File: src/sv/vr_pkg.sv
// Package for the vector refraction block: fixed-point constants, internal widths
// and the item type that travels from the front end through the queue.
// No dependencies.
package vr_pkg;

   localparam int FRAC_BITS = 14;

   // Widths follow from 16-bit Q2.14 operands and a 16-bit unsigned ratio.
   localparam int COMP_W = 16;
   localparam int PROD_W = 18;           // floored product of two components
   localparam int C_W    = 20;           // cosine term, signed
   localparam int S_W    = 20;           // d + c*n, signed
   localparam int Q_W    = 22;           // perpendicular component, signed
   localparam int SQ_W   = 28;           // one floored square
   localparam int M_W    = 30;           // sum of squares and radicand magnitude
   localparam int V_W    = M_W + FRAC_BITS;
   localparam int ROOT_W = V_W / 2;
   localparam int PAR_W  = 24;           // parallel component, signed
   localparam int OUT_W  = 25;           // unsaturated output, signed

   localparam logic signed [C_W-1:0] ONE_C = C_W'(1) <<< FRAC_BITS;

   typedef logic signed [COMP_W-1:0] comp_type;

   typedef struct packed {
      comp_type                dir_x;
      comp_type                dir_y;
      comp_type                dir_z;
      comp_type                norm_x;
      comp_type                norm_y;
      comp_type                norm_z;
      logic [COMP_W-1:0]       index_ratio;
      logic signed [C_W-1:0]   cosine;
   } vr_item_type;

endpackage

File: src/sv/vr_queue.sv
// Short queue between the front end and the arithmetic pipeline.
// Depends on vr_pkg.
module vr_queue #(
   parameter int DEPTH = 4
) (
   input  logic                clock,
   input  logic                reset,
   input  logic                push,
   input  vr_pkg::vr_item_type push_item,
   output logic                push_ready,
   input  logic                pop,
   output vr_pkg::vr_item_type pop_item,
   output logic                pop_avail
);
   import vr_pkg::*;

   localparam int PTR_W = (DEPTH > 1) ? $clog2(DEPTH) : 1;
   localparam int CNT_W = $clog2(DEPTH + 1);

   vr_item_type        mem_ff [DEPTH];
   logic [PTR_W-1:0]   wr_ptr_ff, wr_ptr_in;
   logic [PTR_W-1:0]   rd_ptr_ff, rd_ptr_in;
   logic [CNT_W-1:0]   count_ff, count_in;
   logic               do_push, do_pop;

   assign push_ready = count_ff != CNT_W'(DEPTH);
   assign pop_avail  = count_ff != '0;
   assign do_push    = push && push_ready;
   assign do_pop     = pop && pop_avail;
   assign pop_item   = mem_ff[rd_ptr_ff];

   always_comb begin
      wr_ptr_in = wr_ptr_ff;
      rd_ptr_in = rd_ptr_ff;
      count_in  = count_ff;
      if (do_push) begin
         wr_ptr_in = (wr_ptr_ff == PTR_W'(DEPTH - 1)) ? '0 : wr_ptr_ff + PTR_W'(1);
      end
      if (do_pop) begin
         rd_ptr_in = (rd_ptr_ff == PTR_W'(DEPTH - 1)) ? '0 : rd_ptr_ff + PTR_W'(1);
      end
      if (do_push && !do_pop) begin
         count_in = count_ff + CNT_W'(1);
      end else if (do_pop && !do_push) begin
         count_in = count_ff - CNT_W'(1);
      end
   end

   always_ff @(posedge clock) begin
      if (reset) begin
         wr_ptr_ff <= '0;
         rd_ptr_ff <= '0;
         count_ff  <= '0;
      end else begin
         wr_ptr_ff <= wr_ptr_in;
         rd_ptr_ff <= rd_ptr_in;
         count_ff  <= count_in;
      end
      if (do_push) begin
         mem_ff[wr_ptr_ff] <= push_item;
      end
   end

endmodule

File: config.mk
export PLATFORM = sky130hd
export DESIGN_NAME = vr_queue
export DESIGN_NICKNAME = d
export VERILOG_FILES = /design/src/sv/vr_pkg.sv /design/src/sv/vr_queue.sv
export SDC_FILE = /design/constraint.sdc
export NUM_CORES = 1
export LEC_CHECK = 0
export BUFFER_PORTS_ARGS = -buffer_cell sky130_fd_sc_hd__clkbuf_2
export CORE_UTILIZATION = 50
export CTS_BUF_LIST = sky130_fd_sc_hd__clkbuf_8
export DETAILED_ROUTE_END_ITERATION = 8
export GPL_TIMING_DRIVEN = 0
export PLACE_DENSITY_LB_ADDON = 0.2
export SYNTH_ARGS = -nofsm -noshare
export SYNTH_HDL_FRONTEND = slang
export SYNTH_SLANG_ARGS = --single-unit
export TNS_END_PERCENT = 5
File: constraint.sdc
create_clock -name clock -period 5.1 [get_ports clock]
set_input_delay 0.765 -clock clock [delete_from_list [all_inputs] [get_ports clock]]
set_output_delay 0.765 -clock clock [all_outputs]
set_load 0.05 [all_outputs]
# Word-level counts from Yosys, hierarchy flattened
# Memories as Yosys holds them, arrays and structs flattened. A register that Yosys moved wholly into a read port is not among the register bits.
# Index checks and enable logic that the tools add are counted.
[classes] eq_ne=3 bitwise=0 shifts=0 n_addsub=4 reduce_logical=8 n_mux=8 div_mod_pow=0 n_lt_le_gt_ge=0 multipliers=0
[ops] cell="$mux W2" count=4
[ops] cell="$mux W3" count=2
[ops] cell="$add A2 B1 Y2 const B" count=2
[ops] cell="$eq A2 B2 Y1 const B" count=2
[ops] cell="$logic_and A1 B1 Y1" count=4
[ops] cell="$add A3 B1 Y3 const B" count=1
[ops] cell="$ne A3 B3 Y1 const B" count=1
[ops] cell="$reduce_bool A3 Y1" count=1
[ops] cell="$sub A3 B1 Y3 const B" count=1
[ops] cell="$logic_not A1 Y1" count=2
[ops] cell="$mux W1" count=2
[ops] cell="$reduce_bool A2 Y1" count=1
[word_totals] mem_count=1 latchBits=0 rom_bits=0 wordCells=27 mem_bits_rw=528 in_bits=136 out_inout_bits=134 ff_bits=7
[mem_list] memory="mem_ff" depth=4 width=132 rd=1 rd_clocked_by_memory_dff=1 wr=1 line_no="vr_queue.sv:20" rtl="vr_item_type mem_ff [DEPTH];"

# Longest topological paths before layout
[logic_depth] depth_word=6 mapped_depth=9 depth_no_buf=8

# Least setup slack after synthesis
# No wires, ideal clock.
[synth_path] kind="flip-flop to flip-flop" startpoint="reg count_ff[0]" endpoint="mem mem_ff[0][0] (netlist bit) (enable)" path_stages_with_launch=4 path_slack_ns=2.115 arrival_time_ns=2.552 required_time_ns=4.667 period_less_slack_ns=2.985 cell_sequence="dfxtp_1 -> or3b_1 -> clkbuf_2 -> and3_2"
[synth_between] elab_chain_len=4
[synth_rtl] item="start: declaration" line_no="vr_queue.sv:23" rtl="logic [CNT_W-1:0] count_ff, count_in;"
[synth_rtl] item="start signal: assignment" line_no="vr_queue.sv:57" rtl="count_ff <= count_in;"
[synth_rtl] item="$ne A3 B3 Y1" line_no="vr_queue.sv:26" rtl="assign push_ready = count_ff != CNT_W'(DEPTH);"
[synth_rtl] item="named net push_ready" line_no="vr_queue.sv:10" rtl="output logic push_ready,"
[synth_rtl] item="$logic_and A1 B1 Y1" line_no="vr_queue.sv:28" rtl="assign do_push = push && push_ready;"
[synth_rtl] item="$mux W1" line_no="vr_queue.sv:59" rtl="if (do_push) begin"
[synth_rtl] item="$mux W1 (implied by the code)" line_no="vr_queue.sv:60" rtl="mem_ff[wr_ptr_ff] <= push_item;"
[synth_rtl] item="end: declaration" line_no="vr_queue.sv:20"
# The timed path passes the listed nets, and every way through them passes these cells.

==> results.md <==
Synthesis:
- The library cell with the highest instance count after synthesis is sky130_fd_sc_hd__edfxtp_1.
- The average cell area after synthesis is 26.44 um2.
- By count the netlist is led by sky130_fd_sc_hd__edfxtp_1, sky130_fd_sc_hd__mux4_2, sky130_fd_sc_hd__buf_2.
- Among all flip-flop cells after synthesis, the most frequent one is sky130_fd_sc_hd__edfxtp_1.
- Of the synthesized area, sequential elements account for 0.8219.
- Counting flops with an async set or reset pin after synthesis yields a share of 0.
- The total number of yosys warnings is 0.
- In this run, synthesis produced a sequential element count of 537.
- In this run, synthesis inferred 528 flip-flops with an integrated enable.
- The post-synth design cell area is 0.01951 mm2.
- Sorting the synthesized cells by area gives the leading types as sky130_fd_sc_hd__edfxtp_1, sky130_fd_sc_hd__mux4_2, sky130_fd_sc_hd__dfxtp_1, sky130_fd_sc_hd__buf_6, sky130_fd_sc_hd__buf_2.
- The net count after synthesis is 881.
- The number of library cell types mapped by synthesis is 26.
- The share of synthesized area in the top cell type comes to 0.8126.
- The biggest area contributor in the post-synthesis netlist is sky130_fd_sc_hd__edfxtp_1.
- Synthesis produced a netlist whose cell count is 738.

Clock tree:
- The post-CTS setup-driven buffer insertion count is 0.
- TritonCTS built the clock tree.
- The number of clock buffers added by TritonCTS is 85.
- In this run the deepest clock path goes through 3 buffers.
- The number of H-tree branching levels is 3.
- The number of cells upsized or downsized after cts is 0.
- The clock-pin slew of the registers on the worst-case setup and hold paths is 0.06 ns.
- The clock root buffer master is sky130_fd_sc_hd__clkbuf_8.
- The clock latency on the worst-skew pair is 0.64 ns.
- The number of sinks handled by clock tree synthesis is 537.
- The number of hold-repair buffers added at the cts stage is 0.

Floorplan:
- From bottom edge to top edge, the die measures 199.5 um.
- For this design the top-level I/O count stands at 270.
- The floorplan step defined a die boundary enclosing 0.03982 mm2.
- The chip width is 199.5 um.
- The floorplan core area is 0.03802 mm2.
- The initialized floorplan defines 71 standard-cell rows.
- The starting density of the core is 0.5132.

Routing:
- The violation count after the first detailed-routing iteration is 326.
- The via count is 8873.
- The count of nets left with antenna violations after detail routing is 0.
- In the routed layout, each cell is associated on average with a via count of 5.294.
- The first detailed-routing pass took 6 iterations.
- The residual DRC count is 0.
- The sum of routed wire length over all layers is 36480 um.
- Dividing the detail-routed wire length by the instance count gives 21.76 um.

Run status:
- The run finished with clean final reports.

Setup path:
- The largest driver fanout on the critical path is 10.
- The cell occurring most often along the worst timing path is sky130_fd_sc_hd__buf_2.
- The slowest stage of the critical path belongs to the cell sky130_fd_sc_hd__buf_2.
- The critical path capture point type is an output port.
- The largest single stage delay on the critical path is 0.43 ns.
- The critical path is of the reg -> out type.
- The signal on the critical path passes through clkbuf_1 -> buf_2 -> buf_2 -> mux4_2 -> clkbuf_2.
- The startpoint type of the worst setup path is a register.
- The signal arrival time at the worst endpoint is 2.69 ns.
- STA puts the critical path data required time at 4.34 ns.

Final layout:
- The layout cell share with drive strength beyond 1 is 0.4626.
- The final cell count without fillers is 1676.
- For this run, the share of the core covered by cells in the final layout is 0.6103.
- The layout filler cell count is 2711.
- The total number of nets in the final design is 1245.
- The signed area change from the synthesized netlist to the final layout is 18.93%.

GRT:
- Entering global routing, the biggest net connects 58 pins.
- The number of global-route vias before repair came to 9510.
- The first-pass GRT wire length is 54840 um.
- The overall track demand over capacity in global routing is 0.1895.
- The total overflow left after global routing is 0.
- The initial antenna violation count came to 4.

Timing:
- The setup total negative slack is 0 ns.
- The final count of pins violating max slew was 0.
- The final hold slack is 0.3467 ns.
- The clock skew is 0.02515 ns.
- The final hold violation count came to 0.
- The remaining max-slew budget at the tightest pin is 0.5098.
- Setup violations remaining at the end of the flow were counted as 0.
- For this run, the top clock speed supported by timing is 0.2893 GHz.
- The transition time at the pin with the least slew margin is 0.7353 ns.
- Setup repair after global routing left no endpoint under its margin.
- The share of the clock period used by the worst path is 0.6777.
- The worst path needs 3.456 ns of the cycle, external delays included.

Place:
- The number of port buffers is 268.
- The detailed-placement wirelength estimate is 22530 um.
- In this run, placement finished with an instance count of 1526.
- The routability-driven placement congestion ratio is 0.7122.

Pwr:
- IR analysis of the VDD net gives a maximum drop of 0.0003182 V.
- Dividing total power by cell area gives a power density of 524.2 mW/mm2.
- Total power for the finished layout comes to 0.01216 W.
- The leakage power total is 7.981 nW.

Flow run:
- The tool flagged a number of max-cap violations equal to 0.

Hold path:
- The min-delay analysis places its worst path in the category in -> reg.
sequential cells by signal (all words and copies together) (netlist names), named ones only:
signal and cells:
count_ff 3, rd_ptr_ff 2, wr_ptr_ff 2, mem_ff 528
critical path, delay by kind of cell (launching register included):
family | cells | cell delay, ns
buf+inv | 4 | 1.41
mux | 1 | 0.35
flops | 1 | 0.30
path summary, 6_finish.rpt:
| path | startpoint | to | slack [ns] | cells after the start |
|---|---|---|---|---|
| worst max-delay path | register | pop_item[72] | 1.64 | 5 |
| worst min-delay path | push_item[66] | mem_ff[2][66] | 0.35 | 1 |
| worst max register to register | count_ff[0] | count_ff[2] | 2.72 | 7 |
| worst min register to register | rd_ptr_ff[0] | rd_ptr_ff[0] | 0.50 | 2 |
cells in the final DEF, fill, tap and decap left out, drive strengths merged:
cell	Yosys	routed
o31ai	2	2
ha	6	6
nand3	1	1
nor3	1	1
inv	3	40
diode	0	2
mux4	132	132
xor2	2	2
edfxtp	528	528
dfxtp	9	9
or3	3	3
mux2i	3	3
clkinvlp	0	1
buf	24	33
bufinv	0	1
fa	1	1
or3b	1	1
and3	4	4
o21ai	1	1
and2	1	1
clkbuf	8	362
nand2	1	1
nand2b	2	2
clkinv	0	23
nor2	3	3
a21oi	2	2
power breakdown:
part           switching [W]  leakage (nW)  internal (W)  total [W]
sequential         0.0000946          4.91       0.00534    0.00544
combinational        0.00250          2.19       0.00106    0.00356
clock                0.00155         0.875       0.00161    0.00317
total                0.00415          7.98       0.00802     0.0122
stage by stage:
stage	instance area [um2]	setup WS (ns)
2_1_floorplan	19510	2.115
3_3_place_gp	21490	0.8150
3_5_place_dp	21730	2.208
4_1_cts	23200	1.496
5_1_grt	23200	1.473
6_report	23200	1.644
layer usage:
layer  GRT usage  vias up  wire length (um)
li1            -     3952                 -
met1      0.2423     4596             14780
met2      0.2986      264             17940
met3     0.06954       55              3085
met4     0.06870        6               634
met5           0        -                44
final cells by class:
type                            instances  area (um2)  area share
Tap cell                              511       639.4     0.02755
Sequential cell                       537       16040      0.6910
Timing Repair Buffer                  277        1567     0.06751
Buffer                                 32       207.7    0.008951
Inverter                                3       11.26   0.0004853
Multi-Input combinational cell        166        3272      0.1410
Clock inverter                         62       284.0     0.01224
Clock buffer                           86        1184     0.05101
Antenna cell                            2       5.005   0.0002157
cells by family after synthesis:
group / Yosys count / share of synthesized area
flops: 537 / 0.8219
mux: 135 / 0.1539
buf+inv: 35 / 0.01122
simple gates: 17 / 0.005450
fa+ha+maj: 7 / 0.004874
compound gates: 5 / 0.001795
xor+xnor: 2 / 0.0008979
(Power assumes the default switching activity.)
