[config.mk]
export PLATFORM = sky130hd
export DESIGN_NAME = vr_front_flat
export DESIGN_NICKNAME = d
export VERILOG_FILES = /design/src/sv/vr_pkg.sv /design/src/sv/vr_req_if.sv /design/src/sv/vr_front.sv /design/src/flat_wrapper.sv
export SDC_FILE = /design/constraint.sdc
export NUM_CORES = 2
export LEC_CHECK = 0
export BUFFER_PORTS_ARGS = -buffer_cell sky130_fd_sc_hd__buf_2
export CAP_MARGIN = 15
export CORE_MARGIN = 3
export CORE_UTILIZATION = 55
export CTS_CLUSTER_SIZE = 16
export DETAILED_ROUTE_END_ITERATION = 10
export GPL_TIMING_DRIVEN = 0
export PLACE_DENSITY = 0.74
export SLEW_MARGIN = 25
export SYNTH_ARGS = -nofsm -noshare
export SYNTH_HDL_FRONTEND = slang
export SYNTH_SLANG_ARGS = --single-unit
[constraint.sdc]
create_clock -name clock -period 14.8 [get_ports clock]
set_input_delay 1.48 -clock clock [delete_from_list [all_inputs] [get_ports clock]]
set_output_delay 1.48 -clock clock [all_outputs]
set_load 0.005 [all_outputs]
[src/sv/vr_pkg.sv]
// Package for the vector refraction block: fixed-point constants, internal widths
// and the item type that travels from the front end through the queue.
// No dependencies.
package vr_pkg;

   localparam int FRAC_BITS = 14;

   // Widths follow from 16-bit Q2.14 operands and a 16-bit unsigned ratio.
   localparam int COMP_W = 16;
   localparam int PROD_W = 18;           // floored product of two components
   localparam int C_W    = 20;           // cosine term, signed
   localparam int S_W    = 20;           // d + c*n, signed
   localparam int Q_W    = 22;           // perpendicular component, signed
   localparam int SQ_W   = 28;           // one floored square
   localparam int M_W    = 30;           // sum of squares and radicand magnitude
   localparam int V_W    = M_W + FRAC_BITS;
   localparam int ROOT_W = V_W / 2;
   localparam int PAR_W  = 24;           // parallel component, signed
   localparam int OUT_W  = 25;           // unsaturated output, signed

   localparam logic signed [C_W-1:0] ONE_C = C_W'(1) <<< FRAC_BITS;

   typedef logic signed [COMP_W-1:0] comp_type;

   typedef struct packed {
      comp_type                dir_x;
      comp_type                dir_y;
      comp_type                dir_z;
      comp_type                norm_x;
      comp_type                norm_y;
      comp_type                norm_z;
      logic [COMP_W-1:0]       index_ratio;
      logic signed [C_W-1:0]   cosine;
   } vr_item_type;

endpackage

[src/sv/vr_req_if.sv]
// Request channel of the vector refraction block: valid/ready plus payload.
// No dependencies.
interface vr_req_if;
   logic               valid;
   logic               ready;
   logic signed [15:0] dir_x;
   logic signed [15:0] dir_y;
   logic signed [15:0] dir_z;
   logic signed [15:0] norm_x;
   logic signed [15:0] norm_y;
   logic signed [15:0] norm_z;
   logic [15:0]        index_ratio;

   modport source (output valid, dir_x, dir_y, dir_z, norm_x, norm_y, norm_z, index_ratio,
                   input ready);
   modport sink   (input valid, dir_x, dir_y, dir_z, norm_x, norm_y, norm_z, index_ratio,
                   output ready);
endinterface

[src/sv/vr_front.sv]
// Front end of the vector refraction block: takes requests, forms the dot
// product and the clamped cosine. Depends on vr_pkg and vr_req_if.
module vr_front (
   input  logic                clock,
   input  logic                reset,
   vr_req_if.sink              req,
   output logic                push,
   output vr_pkg::vr_item_type push_item,
   input  logic                push_ready
);
   import vr_pkg::*;

   logic                     valid_ff, valid_in;
   vr_item_type              item_ff, item_in;
   logic signed [PROD_W-1:0] prod_ff [3];
   logic signed [PROD_W-1:0] prod_in [3];
   logic signed [31:0]       mul [3];
   logic signed [C_W-1:0]    dot;
   logic signed [C_W-1:0]    neg_dot;
   logic                     take;

   assign req.ready = !valid_ff || push_ready;
   assign take      = req.valid && req.ready;

   assign mul[0] = 32'(req.dir_x) * 32'(req.norm_x);
   assign mul[1] = 32'(req.dir_y) * 32'(req.norm_y);
   assign mul[2] = 32'(req.dir_z) * 32'(req.norm_z);

   always_comb begin
      valid_in = req.ready ? req.valid : valid_ff;
      item_in  = item_ff;
      for (int i = 0; i < 3; i++) begin
         prod_in[i] = take ? PROD_W'(mul[i] >>> FRAC_BITS) : prod_ff[i];
      end
      if (take) begin
         item_in.dir_x       = req.dir_x;
         item_in.dir_y       = req.dir_y;
         item_in.dir_z       = req.dir_z;
         item_in.norm_x      = req.norm_x;
         item_in.norm_y      = req.norm_y;
         item_in.norm_z      = req.norm_z;
         item_in.index_ratio = req.index_ratio;
         item_in.cosine      = '0;
      end
   end

   always_ff @(posedge clock) begin
      if (reset) begin
         valid_ff <= 1'b0;
      end else begin
         valid_ff <= valid_in;
      end
      item_ff <= item_in;
      prod_ff <= prod_in;
   end

   // The cosine saturates at 1.0 from above only.
   always_comb begin
      dot     = C_W'(prod_ff[0]) + C_W'(prod_ff[1]) + C_W'(prod_ff[2]);
      neg_dot = -dot;
      push_item        = item_ff;
      push_item.cosine = (neg_dot > ONE_C) ? ONE_C : neg_dot;
   end

   assign push = valid_ff;

endmodule

[src/flat_wrapper.sv]
// flat-port wrapper written by rule: the top's interface ports become plain ports
module vr_front_flat import vr_pkg::*;
  (clock, reset, push, push_item, push_ready, req_valid, req_dir_x, req_dir_y, req_dir_z, req_norm_x, req_norm_y, req_norm_z, req_index_ratio, req_ready);
  vr_req_if req_i ();
  input  logic clock;
  input  logic reset;
  output logic push;
  output vr_pkg::vr_item_type push_item;
  input  logic push_ready;
  input wire logic [$bits(req_i.valid)-1:0] req_valid;
  input wire logic [$bits(req_i.dir_x)-1:0] req_dir_x;
  input wire logic [$bits(req_i.dir_y)-1:0] req_dir_y;
  input wire logic [$bits(req_i.dir_z)-1:0] req_dir_z;
  input wire logic [$bits(req_i.norm_x)-1:0] req_norm_x;
  input wire logic [$bits(req_i.norm_y)-1:0] req_norm_y;
  input wire logic [$bits(req_i.norm_z)-1:0] req_norm_z;
  input wire logic [$bits(req_i.index_ratio)-1:0] req_index_ratio;
  output wire logic [$bits(req_i.ready)-1:0] req_ready;
  assign req_i.valid = req_valid;
  assign req_i.dir_x = req_dir_x;
  assign req_i.dir_y = req_dir_y;
  assign req_i.dir_z = req_dir_z;
  assign req_i.norm_x = req_norm_x;
  assign req_i.norm_y = req_norm_y;
  assign req_i.norm_z = req_norm_z;
  assign req_i.index_ratio = req_index_ratio;
  assign req_ready = req_i.ready;
  vr_front u_core (.clock(clock), .reset(reset), .req(req_i), .push(push), .push_item(push_item), .push_ready(push_ready));
endmodule
==> After elaboration in Yosys (flattened, before gate mapping) <==
Index checks and enable logic that the tools add are counted.
{ "totals": {"reg_bits": 167, "inputBits": 116, "wordCells": 22} }
{ "op_classes": {"addsub": 3, "n_mul": 3, "n_lt_le_gt_ge": 1, "n_mux": 1, "n_reduce_logical": 3} }
{ "ops": {"columns": ["operator", "count"], "rows": [
  ["16-bit by 16-bit multiplier with 32-bit output", 3],
  ["19-bit by 18-bit adder with 20-bit output", 1],
  ["20-bit by 16-bit greater-than comparator with 1-bit output (second input constant)", 1],
  ["20-bit two-way mux", 1],
  ["20-bit negation", 1],
  ["18-bit by 18-bit adder with 19-bit output", 1],
  ["1-bit logical AND", 1],
  ["1-bit zero test", 1],
  ["1-bit logical OR", 1]
]} }

==> Longest topological paths before layout <==
{ "logic_depth": {"word_depth": 5, "mapped_depth": 23} }

==> Worst setup path before layout <==
No wires, ideal clock.
{ "synth_timing": {"kind": "input -> register", "start": "input port req_dir_y[11]", "end": "register u_core.prod_ff[29] (netlist bit) (data pin)", "setup_ps": 258, "t_arrival_ps": 7061, "slack_ps": 7481, "stages": 21, "n_path_buf": 1, "path_cell_list": "clkbuf_1 > nand2_1 > fa_1 > fa_1 > fa_1 > inv_1 > fa_1 > fa_1 > inv_1 > fa_1 > inv_1 > ha_1 > nand3_1 > a211oi_1 > a22oi_1 > o311ai_0 > o311ai_0 > a21boi_0 > o21a_1 > nor2_1 > xnor2_1"} }
{ "synth_lines": {"columns": ["item", "line_no", "rtl"], "rows": [
  ["from (decl)", "flat_wrapper.sv:12", "input wire logic [$bits(req_i.dir_y)-1:0] req_dir_y;"],
  ["to (signal assigned)", "vr_front.sv:54", "prod_ff <= prod_in;"],
  ["to (decl)", "vr_front.sv:15", "logic signed [PROD_W-1:0] prod_ff [3];"]
]} }

==> results.toml <==
[detailed_routing]
via_count = 23540
wl_um = 79870
drt_iter0_drc = 1470
drc = 0
postRouteAntennaNets = 0
dr.pass1.iters = 6
vias_per_cell = 5.159
wl_per_cell_um = 17.50

[setup_path]
rrSetupSlack_ns = 13.02
crit_arrival_ns = 8.23
worstPathCellList = "buf_2 > clkbuf_1 > nand2_1 > fa_1 > fa_1 > inv_1 > ha_1 > fa_1 > ha_1 > inv_1 > fa_1 > inv_1 > ha_1 > a2111oi_0 > o21ai_0 > a22oi_1 > o311ai_1 > o31ai_1 > a21oi_1 > o31a_1 > nor2_1 > xnor2_1"
slowest_delay_ns = 0.63
start_kind = "input port"
criticalPathCategory = "in2reg"
crit_path_frequent_cell = "fa_1"
endpoint_kind = "flip-flop"
cp_max_fo = 10
cp.required_ns = 15.04
critPathLaunch = "req_norm_y[2]"
slowest_stage = "a22oi_1"
r2r-start = "u_core.push$_SDFFE_PP0N_"

[global_route]
grt_pass1_vias = 25630
grt_max_degree = 53
grtUsageTotal_pct = 25.94
grt_overflow = 0
grt_pass1_wl_um = 133900
grt_antenna_before_repair = 2

[yosys]
syn-num-nets = 4634
synth_area_leaders = "fa_1, edfxtp_1, ha_1, inv_1, and2_1"
syn_area_um2 = 34840
avgSynthCellArea_um2 = 10.12
ys_seq_elements = 167
ys_seq_area_share_pct = 14.37
yosysWarnings = 0
ys_async_sr_fraction_pct = 0
syn-instance-count = 3442
synth_edf_count = 166
synthFlopType = "edfxtp_1"
yosysUniqueCellTypes = 65
synth_area_leader_cell = "fa_1"
yosysTopAreaCellShare_pct = 46.03

[clock_tree]
clk_pin_slew_ns = 0.07
htree_levels = 4
clock_sinks = 167
cts_tree = "built"
cts_resized = 0
cts_hold_buf = 0
worstSkewPairLatency_ns = 0.49
cts_buffers = 17
cts-root-buf = "clkbuf_16"
cts.path.max_buffers = 2
cts_setup_buffers = 0

[placed_design]
place_hpwl_um = 67700
place_worst_setup_slack_ns = 6.328
postPlaceCellArea_um2 = 37220
gp_congestion = 0.9510
port_buffers = 249

[floorplan]
die_area_um2 = 66400
die_x_um = 257.7
core_area_um2 = 62170
placementRows = 91
io_pins = 250
fp.dieH_um = 257.7
start_util_pct = 56.04

[layout]
nFillCells = 5332
area.sequential_um2 = 5005
areaGrowthSynthToFinish_pct = 8.548
drive_above_1_share_pct = 8.052
nNetsFinal = 4905
multi_input_area_um2 = 26040
final_cell_area_um2 = 37820
n_antenna_cell = 0

[sta]
final.setup_skew_ns = 0.009695
fmax_ghz = 0.1252
timing.final.max_slew_violations = 0
rsz0062_at_grt = "no"
hold_slack_ns = 0.5347
worst_pin_slew_ns = 0.8335
slew_headroom_pct = 43.56
finalHoldViolCount = 0
finalCritPeriodShare_pct = 53.98
tns_ns = 0
setup_viol = 0
layout_setup_ws_ns = 6.810
min_period_ns = 7.990

[job]
cap_violations = 0

[hold_path]
min_from = "u_core.push$_SDFFE_PP0N_"
hold_path_class = "reg2reg"

[status]
status = "completed"
==> worst max-delay path, delay by kind of cell <==
kind / cells / cell delay, ns
buffers and inverters: 5 / 0.83
xor gates and xnor gates: 1 / 0.08
adders and majority gates: 7 / 2.81
and+or+nand+nor: 2 / 0.27
AOI/OAI and AO/OA: 7 / 2.73
==> cell families after synthesis <==
kind of cell	share of synthesized area [%]
fa+ha+maj	55.91
flops	14.37
simple gates	13.29
buf+inv	10.90
mux	0.1041
compound gates	3.297
xor+xnor	2.137
==> layout by cell type, fill, tap and decap left out, types with 4 or more instances in the layout <==
cell | synthesis | routed
o31a_1 | 4 | 4
nand2b_1 | 22 | 22
nor2_1 | 94 | 94
nand3_1 | 15 | 15
fa_1 | 801 | 801
nor4_1 | 4 | 4
xnor2_1 | 64 | 64
a21oi_1 | 46 | 46
o31ai_1 | 4 | 4
clkbuf_1 | 95 | 96
nor2b_1 | 11 | 11
edfxtp_1 | 166 | 166
buf_2 | 1 | 250
or2_2 | 4 | 4
xor2_1 | 21 | 21
and2_1 | 361 | 360
ha_1 | 275 | 275
nor3_1 | 23 | 23
o21a_1 | 14 | 14
nand2_1 | 377 | 377
clkbuf_16 | 0 | 17
a21o_1 | 18 | 18
o21ai_0 | 29 | 29
inv_1 | 911 | 911
o21bai_1 | 4 | 4
nand4_1 | 9 | 9
==> flip-flops by register name, indices dropped and copies added (netlist names) <==
register	count
u_core.push_item	112
u_core.prod_ff	54
u_core.push	1
==> per-stage QoR <==
| step | util, % | cells |
|---|---|---|
| 2_1_floorplan | - | 3442 |
| 3_3_place_gp | 59.73 | 4528 |
| 5_1_grt | 60.83 | 4563 |
| 6_report | 60.83 | 4563 |
| 4_1_cts | 60.83 | 4563 |
| 3_5_place_dp | 59.86 | 4531 |
==> cells in the mapped netlist (4+ instances only) <==
library cell and number:
o21a_1 14, or2_2 4, nand2_1 377, nand3_1 15
xnor2_1 64, nor2b_1 11, nor2_1 94, fa_1 801
o21bai_1 4, a21o_1 18, a21oi_1 46, o31ai_1 4
clkbuf_1 95, edfxtp_1 166, nor4_1 4, nand2b_1 22
o21ai_0 29, nand4_1 9, xor2_1 21, inv_1 911
ha_1 275, o31a_1 4, and2_1 361, nor3_1 23
==> area by class of cell <==
cell class,instances,share of cell area [%]
inverters,911,9.043
multi-input cells,2265,68.86
well taps,837,2.769
clock inverters,12,0.3772
repair buffers,252,3.514
plain buffers,99,0.9959
clock buffers,20,1.208
flip-flops and latches,167,13.23
==> worst paths after layout <==
check | to | depth (start not counted)
worst min register to register | u_core.push$_SDFFE_PP0N_ | 2
worst max-delay path | u_core.prod_ff[34]$_DFFE_PP_ | 22
worst max register to register | u_core.prod_ff[17]$_DFFE_PP_ | 4
worst min-delay path | u_core.push$_SDFFE_PP0N_ | 2
==> metal layers <==
metal / vias to the layer above / GRT usage [%] / share of wire, %
met3: 141 / 3.962 / 6.7
met5: - / 0 / 0
li1: 10690 / - / -
met4: 0 / 8.722 / 3.1
met2: 715 / 42.35 / 48
met1: 11990 / 35.89 / 42
Power is not shown: default switching activity piles up to over one toggle a cycle in this logic, so the estimate is an artifact.
